### src/icmp_eu_pkg.sv
`timescale 1ns / 1ps
`default_nettype none

package icmp_eu_pkg;

    localparam int MAX_PACKET_BYTES = 2048;
    localparam int COPY_EXTRA       = 64;
    localparam int PAD_BYTES        = 4;
    localparam int HDR_BYTES        = 4 + PAD_BYTES;
    localparam int HDR_CNT_W        = $clog2(HDR_BYTES + 1);
    localparam int OFF_RAW_W        = $clog2(MAX_PACKET_BYTES + 1);
    localparam int OFF_W            = (OFF_RAW_W > 8) ? OFF_RAW_W : 8;

    localparam logic [7:0] ICMP_ECHO_REPLY   = 8'd0;
    localparam logic [7:0] ICMP_UNREACH      = 8'd3;
    localparam logic [7:0] ICMP_ECHO_REQUEST = 8'd8;
    localparam logic [7:0] CODE_PROTO_UNREACH = 8'd2;
    localparam logic [7:0] CODE_PORT_UNREACH  = 8'd3;

    typedef enum logic [2:0] {
        ST_ECHO_REPLY    = 3'd0,
        ST_UNREACH_BUILT = 3'd1,
        ST_BAD_CSUM      = 3'd2,
        ST_PROTO_UNREACH = 3'd3,
        ST_PORT_UNREACH  = 3'd4,
        ST_UNHANDLED     = 3'd5
    } t_status;

    typedef struct packed {
        logic        hdr;
        logic [7:0]  code;
        logic        data_en;
        logic [7:0]  data;
        logic        verd;
        logic [15:0] csum;
        t_status     status;
    } t_desc;

    function automatic logic [16:0] oc_add(input logic [16:0] s, input logic [15:0] w);
        logic [17:0] t;
        t = {1'b0, s} + {2'b00, w};
        return {1'b0, t[15:0]} + {15'd0, t[17:16]};
    endfunction

    function automatic logic [15:0] oc_fold(input logic [16:0] s);
        logic [16:0] t;
        t = {1'b0, s[15:0]} + {16'd0, s[16]};
        return t[15:0] + {15'd0, t[16]};
    endfunction

endpackage

`default_nettype wire

### src/icmp_eu_core.sv
`timescale 1ns / 1ps
`default_nettype none

module icmp_eu_core (
    input  wire logic               i_clk,
    input  wire logic               i_rst_n,
    input  wire logic               i_accept,
    input  wire logic               i_cmd,
    input  wire logic [7:0]         i_unreach_code,
    input  wire logic [7:0]         i_data_byte,
    input  wire logic               i_last,
    output icmp_eu_pkg::t_desc      o_desc
);
    import icmp_eu_pkg::*;

    logic [OFF_W-1:0] r_off, n_off;
    logic             r_mode, n_mode;
    logic [7:0]       r_type, n_type;
    logic [7:0]       r_code, n_code;
    logic [7:0]       r_limit, n_limit;
    logic [16:0]      r_chk, n_chk;
    logic [16:0]      r_rep, n_rep;
    logic [7:0]       r_pend, n_pend;

    logic             first;
    logic [16:0]      chk_e, rep_e;
    logic [7:0]       pend_e, type_rep;
    logic [15:0]      w, rw, pw, prw;
    logic [OFF_W-1:0] limit_x, counted;
    t_desc            d;

    always_comb begin
        first    = (r_off == '0);
        n_mode   = first ? i_cmd : r_mode;
        n_type   = first ? i_data_byte : r_type;
        n_code   = first ? (i_cmd ? i_unreach_code : 8'd0) : r_code;
        n_limit  = first ? (i_cmd ? ({2'b00, i_data_byte[3:0], 2'b00} + 8'(COPY_EXTRA)) : 8'd0)
                         : r_limit;
        chk_e    = first ? 17'd0 : r_chk;
        rep_e    = first ? (i_cmd ? {1'b0, ICMP_UNREACH, i_unreach_code} : 17'd0) : r_rep;
        pend_e   = first ? 8'd0 : r_pend;
        type_rep = (n_type == ICMP_ECHO_REQUEST) ? ICMP_ECHO_REPLY : n_type;
        limit_x  = {{(OFF_W-8){1'b0}}, n_limit};

        n_off  = r_off;
        n_chk  = chk_e;
        n_rep  = rep_e;
        n_pend = pend_e;
        w      = {pend_e, i_data_byte};
        rw     = w;

        d         = '0;
        d.hdr     = first && i_cmd;
        d.code    = i_unreach_code;
        d.data    = i_data_byte;
        d.verd    = i_last;
        d.status  = ST_ECHO_REPLY;

        if (r_off < OFF_W'(MAX_PACKET_BYTES)) begin
            n_off = r_off + 1'b1;
            if (!n_mode) begin
                d.data_en = 1'b1;
                if (r_off == OFF_W'(1)) begin
                    n_code = i_data_byte;
                end
                if ((first && i_data_byte == ICMP_ECHO_REQUEST) || r_off == OFF_W'(2)
                        || r_off == OFF_W'(3)) begin
                    d.data = 8'd0;
                end
                if (!r_off[0]) begin
                    n_pend = i_data_byte;
                end else begin
                    n_chk = oc_add(chk_e, w);
                    if (r_off == OFF_W'(1)) begin
                        rw = {type_rep, i_data_byte};
                    end else if (r_off == OFF_W'(3)) begin
                        rw = 16'd0;
                    end
                    n_rep = oc_add(rep_e, rw);
                end
            end else if (r_off < limit_x) begin
                d.data_en = 1'b1;
                if (!r_off[0]) begin
                    n_pend = i_data_byte;
                end else begin
                    n_rep = oc_add(rep_e, w);
                end
            end
        end

        counted = (n_mode && n_off > limit_x) ? limit_x : n_off;
        pw      = {n_pend, 8'd0};
        prw     = pw;
        if (i_last && counted[0]) begin
            if (!n_mode) begin
                n_chk = oc_add(n_chk, pw);
                if (counted == OFF_W'(1)) begin
                    prw = {type_rep, 8'd0};
                end else if (counted == OFF_W'(3)) begin
                    prw = 16'd0;
                end
            end
            n_rep = oc_add(n_rep, prw);
        end

        priority if (n_mode) begin
            d.status = ST_UNREACH_BUILT;
            d.csum   = ~oc_fold(n_rep);
        end else if (oc_fold(n_chk) != 16'hFFFF) begin
            d.status = ST_BAD_CSUM;
        end else if (n_type == ICMP_ECHO_REQUEST) begin
            d.status = ST_ECHO_REPLY;
            d.csum   = ~oc_fold(n_rep);
        end else if (n_type == ICMP_UNREACH) begin
            priority if (n_code == CODE_PROTO_UNREACH) begin
                d.status = ST_PROTO_UNREACH;
            end else if (n_code == CODE_PORT_UNREACH) begin
                d.status = ST_PORT_UNREACH;
            end else begin
                d.status = ST_UNHANDLED;
            end
        end else begin
            d.status = ST_UNHANDLED;
        end

        if (i_last) begin
            n_off = '0;
        end
    end

    assign o_desc = d;

    always_ff @(posedge i_clk) begin
        if (!i_rst_n) begin
            r_off   <= '0;
            r_mode  <= 1'b0;
            r_type  <= 8'd0;
            r_code  <= 8'd0;
            r_limit <= 8'd0;
            r_chk   <= 17'd0;
            r_rep   <= 17'd0;
            r_pend  <= 8'd0;
        end else if (i_accept) begin
            r_off   <= n_off;
            r_mode  <= n_mode;
            r_type  <= n_type;
            r_code  <= n_code;
            r_limit <= n_limit;
            r_chk   <= n_chk;
            r_rep   <= n_rep;
            r_pend  <= n_pend;
        end
    end

endmodule

`default_nettype wire

### src/icmp_eu_emit.sv
`timescale 1ns / 1ps
`default_nettype none

module icmp_eu_emit (
    input  wire logic               i_clk,
    input  wire logic               i_rst_n,
    input  wire logic               i_accept,
    input  wire icmp_eu_pkg::t_desc i_desc,
    input  wire logic               i_stall,
    output logic                    o_ready,
    output logic                    o_valid,
    output logic                    o_kind,
    output logic [7:0]              o_out_byte,
    output logic [15:0]             o_checksum,
    output logic [2:0]              o_status,
    output logic                    o_run_end
);
    import icmp_eu_pkg::*;

    logic                 r_busy;
    logic [HDR_CNT_W-1:0] r_hdr_left;
    logic                 r_data_pend;
    logic                 r_verd_pend;
    t_desc                r_desc;

    logic pop, is_last, load;

    always_comb begin
        o_kind     = 1'b0;
        o_out_byte = 8'd0;
        o_checksum = 16'd0;
        o_status   = 3'd0;
        is_last    = 1'b1;
        if (r_hdr_left != '0) begin
            is_last = (r_hdr_left == HDR_CNT_W'(1)) && !r_data_pend && !r_verd_pend;
            if (r_hdr_left == HDR_CNT_W'(HDR_BYTES)) begin
                o_out_byte = ICMP_UNREACH;
            end else if (r_hdr_left == HDR_CNT_W'(HDR_BYTES - 1)) begin
                o_out_byte = r_desc.code;
            end
        end else if (r_data_pend) begin
            is_last    = !r_verd_pend;
            o_out_byte = r_desc.data;
        end else begin
            o_kind     = 1'b1;
            o_checksum = r_desc.csum;
            o_status   = r_desc.status;
        end
    end

    assign o_valid   = r_busy;
    assign o_run_end = is_last;
    assign pop       = r_busy && !i_stall;
    assign o_ready   = !r_busy || (pop && is_last);
    assign load      = i_accept && (i_desc.hdr || i_desc.data_en || i_desc.verd);

    always_ff @(posedge i_clk) begin
        if (load) begin
            r_desc <= i_desc;
        end
    end

    always_ff @(posedge i_clk) begin
        if (!i_rst_n) begin
            r_busy      <= 1'b0;
            r_hdr_left  <= '0;
            r_data_pend <= 1'b0;
            r_verd_pend <= 1'b0;
        end else if (load) begin
            r_busy      <= 1'b1;
            r_hdr_left  <= i_desc.hdr ? HDR_CNT_W'(HDR_BYTES) : '0;
            r_data_pend <= i_desc.data_en;
            r_verd_pend <= i_desc.verd;
        end else if (pop) begin
            if (is_last) begin
                r_busy <= 1'b0;
            end
            if (r_hdr_left != '0) begin
                r_hdr_left <= r_hdr_left - 1'b1;
            end else if (r_data_pend) begin
                r_data_pend <= 1'b0;
            end else begin
                r_verd_pend <= 1'b0;
            end
        end
    end

    a_hdr_bound: assert property (@(posedge i_clk) disable iff (!i_rst_n)
        r_hdr_left <= HDR_CNT_W'(HDR_BYTES))
        else $error("header count out of range");

    a_verdict_last: assert property (@(posedge i_clk) disable iff (!i_rst_n)
        o_valid && o_kind |-> o_run_end)
        else $error("verdict word is not the final word");

    a_drain: assert property (@(posedge i_clk) disable iff (!i_rst_n)
        o_valid && !i_stall && o_run_end && !load |=> !o_valid)
        else $error("output stays valid after the final word");

    a_data_clean: assert property (@(posedge i_clk) disable iff (!i_rst_n)
        o_valid && !o_kind |-> o_checksum == 16'd0 && o_status == 3'd0)
        else $error("data word carries verdict fields");

    a_busy_work: assert property (@(posedge i_clk) disable iff (!i_rst_n)
        r_busy && !o_kind |-> r_hdr_left != '0 || r_data_pend)
        else $error("busy with no pending word");

endmodule

`default_nettype wire

### src/icmp_echo_unreach_engine_top.sv
// The first word caused by an accepted byte is offered in the cycle after acceptance.
// One input byte per cycle while each byte gives a single word and i_stall is low; the first
// byte of a build-mode packet gives up to ten words, and input stalls meanwhile. The output
// register drains one word per cycle when unstalled; a byte's last word frees it for the next.
// Reset (i_rst_n low, synchronous) clears packet state and empties the output register.
`timescale 1ns / 1ps
`default_nettype none

module icmp_echo_unreach_engine_top (
    input  wire logic        i_clk,
    input  wire logic        i_rst_n,
    input  wire logic        i_valid,
    output logic             o_stall,
    input  wire logic        i_cmd,
    input  wire logic [7:0]  i_unreach_code,
    input  wire logic [7:0]  i_data_byte,
    input  wire logic        i_last,
    output logic             o_valid,
    input  wire logic        i_stall,
    output logic             o_kind,
    output logic [7:0]       o_out_byte,
    output logic [15:0]      o_checksum,
    output logic [2:0]       o_status,
    output logic             o_run_end
);
    import icmp_eu_pkg::*;

    t_desc desc;
    logic  ready;
    logic  accept;

    assign o_stall = !ready;
    assign accept  = i_valid && ready;

    icmp_eu_core u_core (
        .i_clk          (i_clk),
        .i_rst_n        (i_rst_n),
        .i_accept       (accept),
        .i_cmd          (i_cmd),
        .i_unreach_code (i_unreach_code),
        .i_data_byte    (i_data_byte),
        .i_last         (i_last),
        .o_desc         (desc)
    );

    icmp_eu_emit u_emit (
        .i_clk      (i_clk),
        .i_rst_n    (i_rst_n),
        .i_accept   (accept),
        .i_desc     (desc),
        .i_stall    (i_stall),
        .o_ready    (ready),
        .o_valid    (o_valid),
        .o_kind     (o_kind),
        .o_out_byte (o_out_byte),
        .o_checksum (o_checksum),
        .o_status   (o_status),
        .o_run_end  (o_run_end)
    );

endmodule

`default_nettype wire
### config.mk
export PLATFORM = sky130hd
export DESIGN_NAME = icmp_echo_unreach_engine_top
export DESIGN_NICKNAME = d
export VERILOG_FILES = /design/src/icmp_eu_pkg.sv /design/src/icmp_eu_core.sv /design/src/icmp_eu_emit.sv /design/src/icmp_echo_unreach_engine_top.sv
export SDC_FILE = /design/constraint.sdc
export NUM_CORES = 1
export LEC_CHECK = 0
export BUFFER_PORTS_ARGS = -buffer_cell sky130_fd_sc_hd__buf_2
export CAP_MARGIN = 20
export CORE_AREA = 3 3 151 153
export DETAILED_ROUTE_END_ITERATION = 8
export DIE_AREA = 0 0 154 156
export GPL_ROUTABILITY_DRIVEN = 1
export PLACE_DENSITY = 0.79
export SETUP_SLACK_MARGIN = 0.5
export SLEW_MARGIN = 15
export SYNTH_ARGS = -nofsm -noshare
export SYNTH_HDL_FRONTEND = slang
export SYNTH_SLANG_ARGS = --single-unit
### constraint.sdc
create_clock -name i_clk -period 23.1 [get_ports i_clk]
set_input_delay 2.31 -clock i_clk [delete_from_list [all_inputs] [get_ports i_clk]]
set_output_delay 2.31 -clock i_clk [all_outputs]
set_load 0.1 [all_outputs]
==> out/qor.csv, run 1 <==
metric,value,unit
status,"finished, final reports clean",
maxSlewHeadroom,27.5,%
synthArstFlopShare,0,%
cts_setup_buffers,0,
ys_types,107,
grt_pass1_wl,72.4,mm
cts_buffers,17,
wire_per_inst,21.5,µm
place_hpwl,34.6,mm
r2r_slack,7710,ps
timing.max_cap.violations,0,
hold_end,u_core.r_chk[8],
setup_viol,0,
ir_worst_vdd,0.0506,mV
postSynthAreaPerCell,7.55,µm²
crit_path_start,i_cmd,
slowest_delay,950,ps
rows,54,
critPathCaptureType,flop,
syn_to_final_growth,7.37,%
holdBufCountCts,0,
cp_top_family,simple AND/OR/NAND/NOR gates,
r2r-start,u_core.r_off[11],
arrival,15990,ps
worst_pin_slew,1080,ps
p_per_area,58.2,nW/µm²
die_h,156,µm
critical_path_class,input port to flop,
grt_pass1_vias,13700,
r2r-end,u_emit.r_desc[15],
post-place-cells,2115,
fp.dieW,154,µm
fin_crit,15820,ps
clk_pin_slew,70,ps
finalCritPeriodShare,68.5,%
critPathSlowestCell,nor4_2,
grt_max_degree,74,
r2r_cells,56,
grt_overflow,0,
min_path_type,flop to flop,
cts_resized,0,
rsz0062_at_grt,no,
vias,14700,
ant_nets,0,
mappedNetlistNets,1984,
ys_seq_elements,121,
leakage,6.07,nW
hold_violations,0,
cts.sinks,121,
yosys_warnings,0,
portBuffers,52,
core_area,21700,µm²
worstPathMaxFanout,11,
antenna_found_initial,0,
drt-total-wl,46.1,mm
synth_edf_count,35,
cp.required,23270,ps
avgViaCountPerCell,6.84,
setup_tns,0,ps
finalNonFillerCells,2148,
clk_latency,440,ps
diodes,0,
fillCellCount,1855,
crit_buf_inv,4,
syn_area,14000,µm²
clock_tree.buffer_depth,2,
cts_tree,done,
cts_root_buf,clkbuf_16,
whs_path_depth,2,
cpMostUsedCell,ha_1,
gr-usage-all-layers,37.1,%
clock.fmax,0.0632,GHz
initial_utilization,64.4,%
fin_worst_skew,13.6,ps
ios,53,
nets,1989,
ys_seq_area_share,19.9,%
dr.pass1.iters,6,
synth_flop_cell,dfxtp_1,
cts_max_level,4,
drc,0,
drive_gt1_share,9.69,%
worstSetupStartpointType,input port,
gp_congestion,1.04,
slew_violations,0,
syn_inst,1850,
die-area,24000,µm²
hold_start,u_core.r_chk[8],
drt_iter0_drc,1582,
-- metrics by stage --
step / power, mW / util (%) / hold slack [ps] / instance area, µm² / setup WS [ps]
6_report: 0.873 / 69.1 / 456 / 15000 / 7280
5_1_grt: 0.905 / 69.1 / 475 / 15000 / 6410
4_1_cts: 0.863 / 69.1 / 457 / 15000 / 7560
3_5_place_dp: 0.583 / 66.3 / 446 / 14400 / 7240
3_3_place_gp: 0.578 / 66.3 / 439 / 14400 / 7390
2_1_floorplan: 0.504 / - / 427 / 14000 / 9730
-- cell usage after synthesis (all sizes together), types with 61 or more instances --
master	instances	share of area, %
nand3	61	2.2
and2	79	3.6
nand2	180	4.9
a21oi	158	5.9
nor2	180	4.9
ha	102	9.1
nor3	69	2.6
clkbuf	64	1.7
dfxtp	86	12
xnor2	88	5.5
o21ai	77	2.8
inv	72	1.9
-- worst max path at each step --
stage | end | slack (ps) | depth (start not counted)
after floorplan | u_emit.r_desc[17] | 9730 | 65
after global placement | u_emit.r_desc[17] | 7390 | 55
after detailed placement | u_emit.r_desc[15] | 7240 | 55
after CTS | u_emit.r_desc[15] | 7560 | 53
after global routing | u_emit.r_desc[17] | 6410 | 53
final | u_emit.r_desc[15] | 7280 | 53
-- power by group --
group,internal (mW),switching (mW)
combinational,0.104,0.241
sequential,0.236,0.00845
clock,0.165,0.119
total,0.505,0.368
-- cells in the final DEF, fill, tap and decap left out, types with 23 or more instances in the layout --
cell and n:
xor2_1 50, nand4_1 23, nor3_1 67, a211oi_1 29, and2_1 75, nand3_1 59, inv_1 71, mux2i_1 23
nand2_1 178, ha_1 102, o21ai_0 71, nor2_1 178, a21oi_1 148, dfxtp_1 86, nand2b_1 24, xnor2_1 88
buf_2 52, edfxtp_1 35
-- per-layer routing --
layer	track usage, %	up-vias	routed length, µm
li1	-	6829	-
met1	47.3	6821	18500
met2	60.0	841	20900
met3	6.88	191	4190
met4	19.5	0	2550
met5	0	-	0
-- worst register-to-register path: cells and delay by family (launching register included) --
family,cells,cell delay [ps]
flip-flops,1,570
AO/OA/AOI/OAI,21,4360
multiplexers,1,250
adder cells (fa/ha/maj),12,3180
AND/OR/NAND/NOR,17,5800
buffers and inverters,2,130
XOR/XNOR,3,820
-- final cells by class --
type	instances	area [µm²]	area share, %
well taps	280	350	2.34
repair buffers	70	399	2.66
clock inverters	12	126	0.843
clock buffers	20	480	3.20
multi-input cells	1572	10600	70.6
flip-flops and latches	121	2770	18.5
inverters	73	274	1.83
-- registers in the layout (all words and copies together), names as in the netlist --
name / cells
u_core.r_mode: 1
u_core.r_type: 8
u_emit.r_hdr_left: 4
u_core.r_limit: 8
u_emit.r_verd_pend: 1
u_emit.r_desc: 35
u_core.r_rep: 17
u_core.r_chk: 17
u_core.r_code: 8
u_core.r_off: 12
u_core.r_pend: 8
u_emit.o_valid: 1
u_emit.r_data_pend: 1
-- cell families after synthesis --
kind of cell / count (synthesis) / share of synthesized area, %
flops: 121 / 19.9
compound gates: 522 / 25.9
fa+ha+maj: 113 / 10.6
buf+inv: 157 / 4.43
xor+xnor: 140 / 8.98
mux: 32 / 2.37
simple gates: 765 / 27.9
(Power assumes the default switching activity.)
==> run 2, diff against run 1 <==
--- a/config.mk
+++ b/config.mk
@@ -7,11 +7,11 @@
 export LEC_CHECK = 0
 export BUFFER_PORTS_ARGS = -buffer_cell sky130_fd_sc_hd__buf_2
 export CAP_MARGIN = 20
-export CORE_AREA = 3 3 151 153
+export CORE_AREA = 3 3 160 162
 export DETAILED_ROUTE_END_ITERATION = 8
-export DIE_AREA = 0 0 154 156
+export DIE_AREA = 0 0 163 165
 export GPL_ROUTABILITY_DRIVEN = 1
-export PLACE_DENSITY = 0.79
+export PLACE_DENSITY = 0.74
 export SETUP_SLACK_MARGIN = 0.5
 export SLEW_MARGIN = 15
 export SYNTH_ARGS = -nofsm -noshare
==> constraint.sdc (replaced) <==
create_clock -name i_clk -period 14.1 [get_ports i_clk]
set_input_delay 1.41 -clock i_clk [delete_from_list [all_inputs] [get_ports i_clk]]
set_output_delay 1.41 -clock i_clk [all_outputs]
set_load 0.1 [all_outputs]
==> out/qor.csv, run 2 (synthesized netlist as in run 1, its figures left out) <==
metric,value,unit,change
status,"finished, final reports clean",,unchanged
cts_root_buf,clkbuf_16,,unchanged
final_common_cell,nand2_1,,
timing.max_cap.violations,0,,unchanged
initial_utilization,57.6,%,was 64.4%
min_path_type,flop to flop,,unchanged
critPathSlowestCell,or4_4,,was nor4_2
hold_start,u_core.r_chk[14],,was u_core.r_chk[8]
vias,14700,,about the same
cts.sinks,121,,unchanged
clock.fmax,0.0784,GHz,
slowest_delay,580,ps,was 950 ps
setup_tns,0,ps,unchanged
clk_latency,440,ps,about the same
worstPathMaxFanout,17,,was 11
dr.pass1.iters,6,,unchanged
maxSlewHeadroom,28.5,%,was 27.5%
rows,57,,was 54
drc,0,,unchanged
cp.required,14280,ps,"was 23,270 ps"
fin_worst_skew,14.8,ps,was 13.6 ps
grt_pass1_wl,74.5,mm,was 72.4 mm
gr-usage-all-layers,35.3,%,was 37.1%
drt_iter0_drc,1519,,"was 1,582"
fin_area,15600,µm²,"was 15,000 µm²"
gp_congestion,1.00,,was 1.04
cts_tree,done,,unchanged
core_area,24200,µm²,"was 21,700 µm²"
hold_violations,0,,unchanged
portBuffers,52,,unchanged
final_cell_mix,"178 x nand2_1, 177 x nor2_1, 148 x a21oi_1, 102 x ha_1, 88 x xnor2_1",,"was 178 x nor2_1, 178 x nand2_1, 148 x a21oi_1, 102 x ha_1, 88 x xnor2_1"
die_h,165,µm,was 156 µm
avgViaCountPerCell,6.55,,was 6.84
die-area,26900,µm²,"was 24,000 µm²"
placed_cell_area,14800,µm²,"was 14,400 µm²"
ant_nets,0,,unchanged
syn_to_final_growth,11.4,%,was 7.37%
finalCritPeriodShare,90.4,%,
timing.hold.ws,449,ps,was 456 ps
leakage,6.36,nW,was 6.07 nW
r2r-start,u_core.r_off[11],,unchanged
critPathCaptureType,flop,,unchanged
worst_pin_slew,1060,ps,was 1080 ps
ios,53,,unchanged
nets,2045,,"was 1,989"
drt-total-wl,48.4,mm,was 46.1 mm
worstSetupStartpointType,flop,,was input port
post-place-cells,2212,,"was 2,115"
ir_worst_vdd,0.0789,mV,was 0.0506 mV
clock_tree.buffer_depth,2,,unchanged
critical_path_class,flop to flop,,was input port to flop
grt_max_degree,74,,unchanged
wire_per_inst,21.5,µm,about the same
drive_gt1_share,12.9,%,was 9.69%
place_hpwl,36.7,mm,was 34.6 mm
clk_pin_slew,70,ps,about the same
finalNonFillerCells,2248,,"was 2,148"
diodes,0,,unchanged
cts_max_level,4,,unchanged
cts_buffers,17,,unchanged
crit_path_start,u_core.r_off[11],,was i_cmd
top_regs,"u_emit.r_desc: 35 flops, u_core.r_chk: 17 flops, u_core.r_rep: 17 flops",,unchanged
grt_overflow,0,,unchanged
antenna_found_initial,1,,was 0
largest_reg_flops,35,,unchanged
grt_pass1_vias,13800,,"was 13,700"
setup_viol,0,,unchanged
holdBufCountCts,0,,unchanged
fin_crit,12750,ps,
p_per_area,91.2,nW/µm²,was 58.2 nW/µm²
fp.dieW,163,µm,was 154 µm
arrival,12940,ps,"was 15,990 ps"
rsz0062_at_grt,no,,unchanged
regMostFlops,u_emit.r_desc,,unchanged
slew_violations,0,,unchanged
run 2: cell count changes in the layout (fill, tap and decap cells not counted), sizes merged:
cell	delta
buf	+56
clkbuf	-3
inv	+2
bufinv	-1
clkinv	+1
clkinvlp	+1
run 2: layout make-up:
class,instances,area [µm²]
Fill cell,2197,8690
Sequential cell,121,2770
Tap cell,324,405
Timing Repair Buffer,126,826
Multi-Input combinational cell,1572,10700
Clock buffer,17,425
Clock inverter,15,153
Inverter,73,274
run 2: path summary, 6_finish.rpt:
kind         cells after the start           endpoint  slack, ps
min                              2   u_core.r_chk[14]        450
max                             56  u_emit.r_desc[17]       1350
min reg2reg                      2   u_core.r_chk[14]        450
max reg2reg                     56  u_emit.r_desc[17]       1350
run 2: power by group:
group / leakage [nW] / internal (mW) / switching [mW]
combinational: 5.03 / 0.175 / 0.400
sequential: 1.05 / 0.387 / 0.0140
clock: 0.277 / 0.236 / 0.207
total: 6.36 / 0.798 / 0.621
run 2: timing repair:
item,CTS,global route
gates resized for setup,0,18
setup buffers,0,4
setup endpoints to repair,0,19
run 2: metal layers:
layer / vias up / wire length [µm] / track usage [%]
met4: 2 / 2180 / 16.8
met3: 133 / 3490 / 4.79
li1: 6950 / - / -
met2: 709 / 23000 / 60.3
met5: - / 13 / 0
met1: 6938 / 19700 / 44.0
run 2: worst max-delay path: cells and delay by family, from the launching register on:
kind | cells | cell delay, ps
xor gates and xnor gates | 3 | 540
muxes | 2 | 440
buffers and inverters | 4 | 520
AOI/OAI and AO/OA | 19 | 3410
DFF | 1 | 340
adders and majority gates | 10 | 2750
and+or+nand+nor | 18 | 4470
run 2: stage by stage:
step	setup WS, ps	utilization, %	total power [mW]
CTS	752	63.6	1.41
floorplan	734	-	0.826
global route	499	64.2	1.48
detailed placement	710	61.2	0.966
finish	1350	64.2	1.42
global placement	874	61.2	0.962
==> run 3, diff against run 2 <==
--- a/config.mk
+++ b/config.mk
@@ -7,13 +7,14 @@
 export LEC_CHECK = 0
 export BUFFER_PORTS_ARGS = -buffer_cell sky130_fd_sc_hd__buf_2
 export CAP_MARGIN = 20
-export CORE_AREA = 3 3 160 162
+export CORE_AREA = 3 3 161 163
 export DETAILED_ROUTE_END_ITERATION = 8
-export DIE_AREA = 0 0 163 165
+export DIE_AREA = 0 0 164 166
 export GPL_ROUTABILITY_DRIVEN = 1
 export PLACE_DENSITY = 0.74
 export SETUP_SLACK_MARGIN = 0.5
 export SLEW_MARGIN = 15
 export SYNTH_ARGS = -nofsm -noshare
 export SYNTH_HDL_FRONTEND = slang
+export SYNTH_HIERARCHICAL = 1
 export SYNTH_SLANG_ARGS = --single-unit
==> out/qor.csv, run 3 <==
metric,value,unit,change
grt_overflow,0,,unchanged
top_regs,"u_emit/r_desc: 35 flops, u_core/r_chk: 17 flops, u_core/r_rep: 17 flops",,"was u_emit.r_desc: 35 flops, u_core.r_chk: 17 flops, u_core.r_rep: 17 flops"
diodes,0,,unchanged
power,1.40,mW,was 1.42 mW
utilization,62.7,%,was 64.2%
grt_max_degree,74,,unchanged
syn_area,14200,µm²,"was 14,000 µm²"
syn_to_final_growth,8.00,%,was 11.4%
cts_max_level,4,,unchanged
nets,1979,,"was 2,045"
rsz0062_at_grt,no,,unchanged
worst_pin_slew,999,ps,was 1060 ps
maxSlewHeadroom,33.4,%,was 28.5%
synth_flop_cell,dfxtp_1,,unchanged
status,"finished, final reports clean",,unchanged
antenna_found_initial,1,,unchanged
avgViaCountPerCell,6.75,,was 6.55
slowest_delay,660,ps,was 580 ps
syn_inst,1842,,"was 1,850"
holdBufCountCts,0,,unchanged
worstSetupStartpointType,flop,,unchanged
place_hpwl,35.8,mm,was 36.7 mm
setup_tns,0,ps,unchanged
min_path_type,flop to flop,,unchanged
grt_pass1_wl,73.6,mm,was 74.5 mm
cts.sinks,121,,unchanged
drc,0,,unchanged
ys_seq_elements,121,,unchanged
ys_top_cells_by_count,"177 x nor2_1, 152 x nand2_1, 133 x a21oi_1",,"was 179 x nand2_1, 179 x nor2_1, 148 x a21oi_1"
wire_per_inst,22.3,µm,was 21.5 µm
ir_worst_vdd,0.0733,mV,was 0.0789 mV
clock.fmax,0.0773,GHz,was 0.0784 GHz
gp_congestion,1.07,,was 1.00
final_common_cell,nor2_1,,was nand2_1
setup_viol,0,,unchanged
cp.required,14270,ps,"was 14,280 ps"
clk_pin_slew,70,ps,about the same
clock_tree.buffer_depth,2,,unchanged
critPathCaptureType,flop,,unchanged
worstPathMaxFanout,18,,was 17
fin_crit,12940,ps,"was 12,750 ps"
multiInputGateArea,10800,µm²,"was 10,700 µm²"
leakage,6.31,nW,was 6.36 nW
ant_nets,0,,unchanged
synthArstFlopShare,0,%,unchanged
dr.pass1.iters,8,,was 6
fin_worst_skew,15.1,ps,was 14.8 ps
critical_path_class,flop to flop,,unchanged
timing.hold.ws,472,ps,was 449 ps
drt-total-wl,48.6,mm,was 48.4 mm
grt_pass1_vias,13300,,"was 13,800"
fp.dieW,164,µm,was 163 µm
regArea,2770,µm²,about the same
finalCritPeriodShare,91.8,%,was 90.4%
synth_top_area_share,12.1,%,was 12.3%
p_per_area,91.1,nW/µm²,was 91.2 nW/µm²
ys_types,98,,was 107
cts_buffers,17,,unchanged
ios,53,,unchanged
final_cell_mix,"175 x nor2_1, 152 x nand2_1, 132 x a21oi_1, 103 x ha_1, 92 x xnor2_1",,"was 178 x nand2_1, 177 x nor2_1, 148 x a21oi_1, 102 x ha_1, 88 x xnor2_1"
hold_violations,0,,unchanged
clk_latency,430,ps,was 440 ps
synth_edf_count,35,,unchanged
core_area,24500,µm²,"was 24,200 µm²"
arrival,13110,ps,"was 12,940 ps"
rows,57,,unchanged
regMostFlops,u_emit/r_desc,,was u_emit.r_desc
yosys_warnings,6,,was 0
synthTopCellsByArea,"dfxtp_1 12%, ha_1 9.1%, edfxtp_1 7.4%, xnor2_1 5.7%, a21oi_1 4.7%",,"was dfxtp_1 12%, ha_1 9.1%, edfxtp_1 7.5%, xnor2_1 5.5%, a21oi_1 5.3%"
postSynthAreaPerCell,7.70,µm²,was 7.55 µm²
slew_violations,0,,unchanged
vias,14700,,about the same
drive_gt1_share,10.1,%,was 12.9%
mappedNetlistNets,1977,,"was 1,984"
fillCellCount,2176,,"was 2,197"
timing.max_cap.violations,0,,unchanged
yosys.cell_count.top_type,nor2_1,,
die_h,166,µm,was 165 µm
die-area,27200,µm²,"was 26,900 µm²"
ys_seq_area_share,19.5,%,was 19.9%
initial_utilization,58.0,%,was 57.6%
cts_tree,done,,unchanged
synth_top_cell_by_area,dfxtp_1,,unchanged
gr-usage-all-layers,33.9,%,was 35.3%
cpMostUsedCell,ha_1,,
critPathSlowestCell,or3b_2,,was or4_4
cts_root_buf,clkbuf_16,,unchanged
drt_iter0_drc,1736,,"was 1,519"
portBuffers,52,,unchanged
largest_reg_flops,35,,unchanged
==> run 3: per-layer routing <==
layer,share of wire (%),global-route usage [%]
met3,11,6.96
met4,3.4,11.6
met2,44,52.4
met5,0.027,0
met1,41,47.1
==> run 3: kinds of logic after synthesis <==
kind of cell,share of synthesized area [%]
simple gates,27.0
compound gates,24.7
buf+inv,5.27
xor+xnor,8.65
flops,19.5
fa+ha+maj,10.6
mux,4.33
==> run 3: final timing paths <==
check                          from                 to  slack (ps)  depth (start not counted)
hold / removal    u_core/r_limit[6]  u_core/r_limit[6]         470                          2
hold reg to reg   u_core/r_limit[6]  u_core/r_limit[6]         470                          2
setup / recovery    u_core/r_off[0]  u_emit/r_desc[15]        1160                         51
setup reg to reg    u_core/r_off[0]  u_emit/r_desc[15]        1160                         51
==> run 3: where the power goes <==
part	leakage, nW	switching [mW]	total (mW)	internal, mW
clock network	0.282	0.184	0.431	0.247
logic	4.98	0.392	0.563	0.171
registers	1.05	0.0155	0.402	0.386
==> run 3: repair_timing <==
action / in CTS / in global routing
gates cloned: 0 / 2
buffers inserted: 0 / 3
pin swaps: 0 / 1
endpoints found under the setup margin: 10 / 19
resized for setup: 1 / 23
==> run 3: critical path: cells and delay by family, from the launching register on <==
kind	cells	cell delay, ps
xor gates and xnor gates	4	660
AOI/OAI and AO/OA	17	3300
muxes	1	420
adders and majority gates	12	3070
DFF	1	420
and+or+nand+nor	14	4220
buffers and inverters	3	560
==> run 3: final cells by class <==
cell class | count | area share [%]
Tap cell | 324 | 2.65
Sequential cell | 121 | 18.1
Clock inverter | 12 | 0.571
Multi-Input combinational cell | 1549 | 70.7
Inverter | 75 | 1.84
Timing Repair Buffer | 80 | 3.07
Clock buffer | 20 | 3.13
==> run 3: metrics by stage <==
stage                     instances  setup slack, ps  instance area [µm²]
after floorplan                1842             1360                14200
after global placement         2143              974                14600
after detailed placement       2143              539                14600
after CTS                      2175              570                15200
after global routing           2181              493                15300
final                          2181             1160                15300
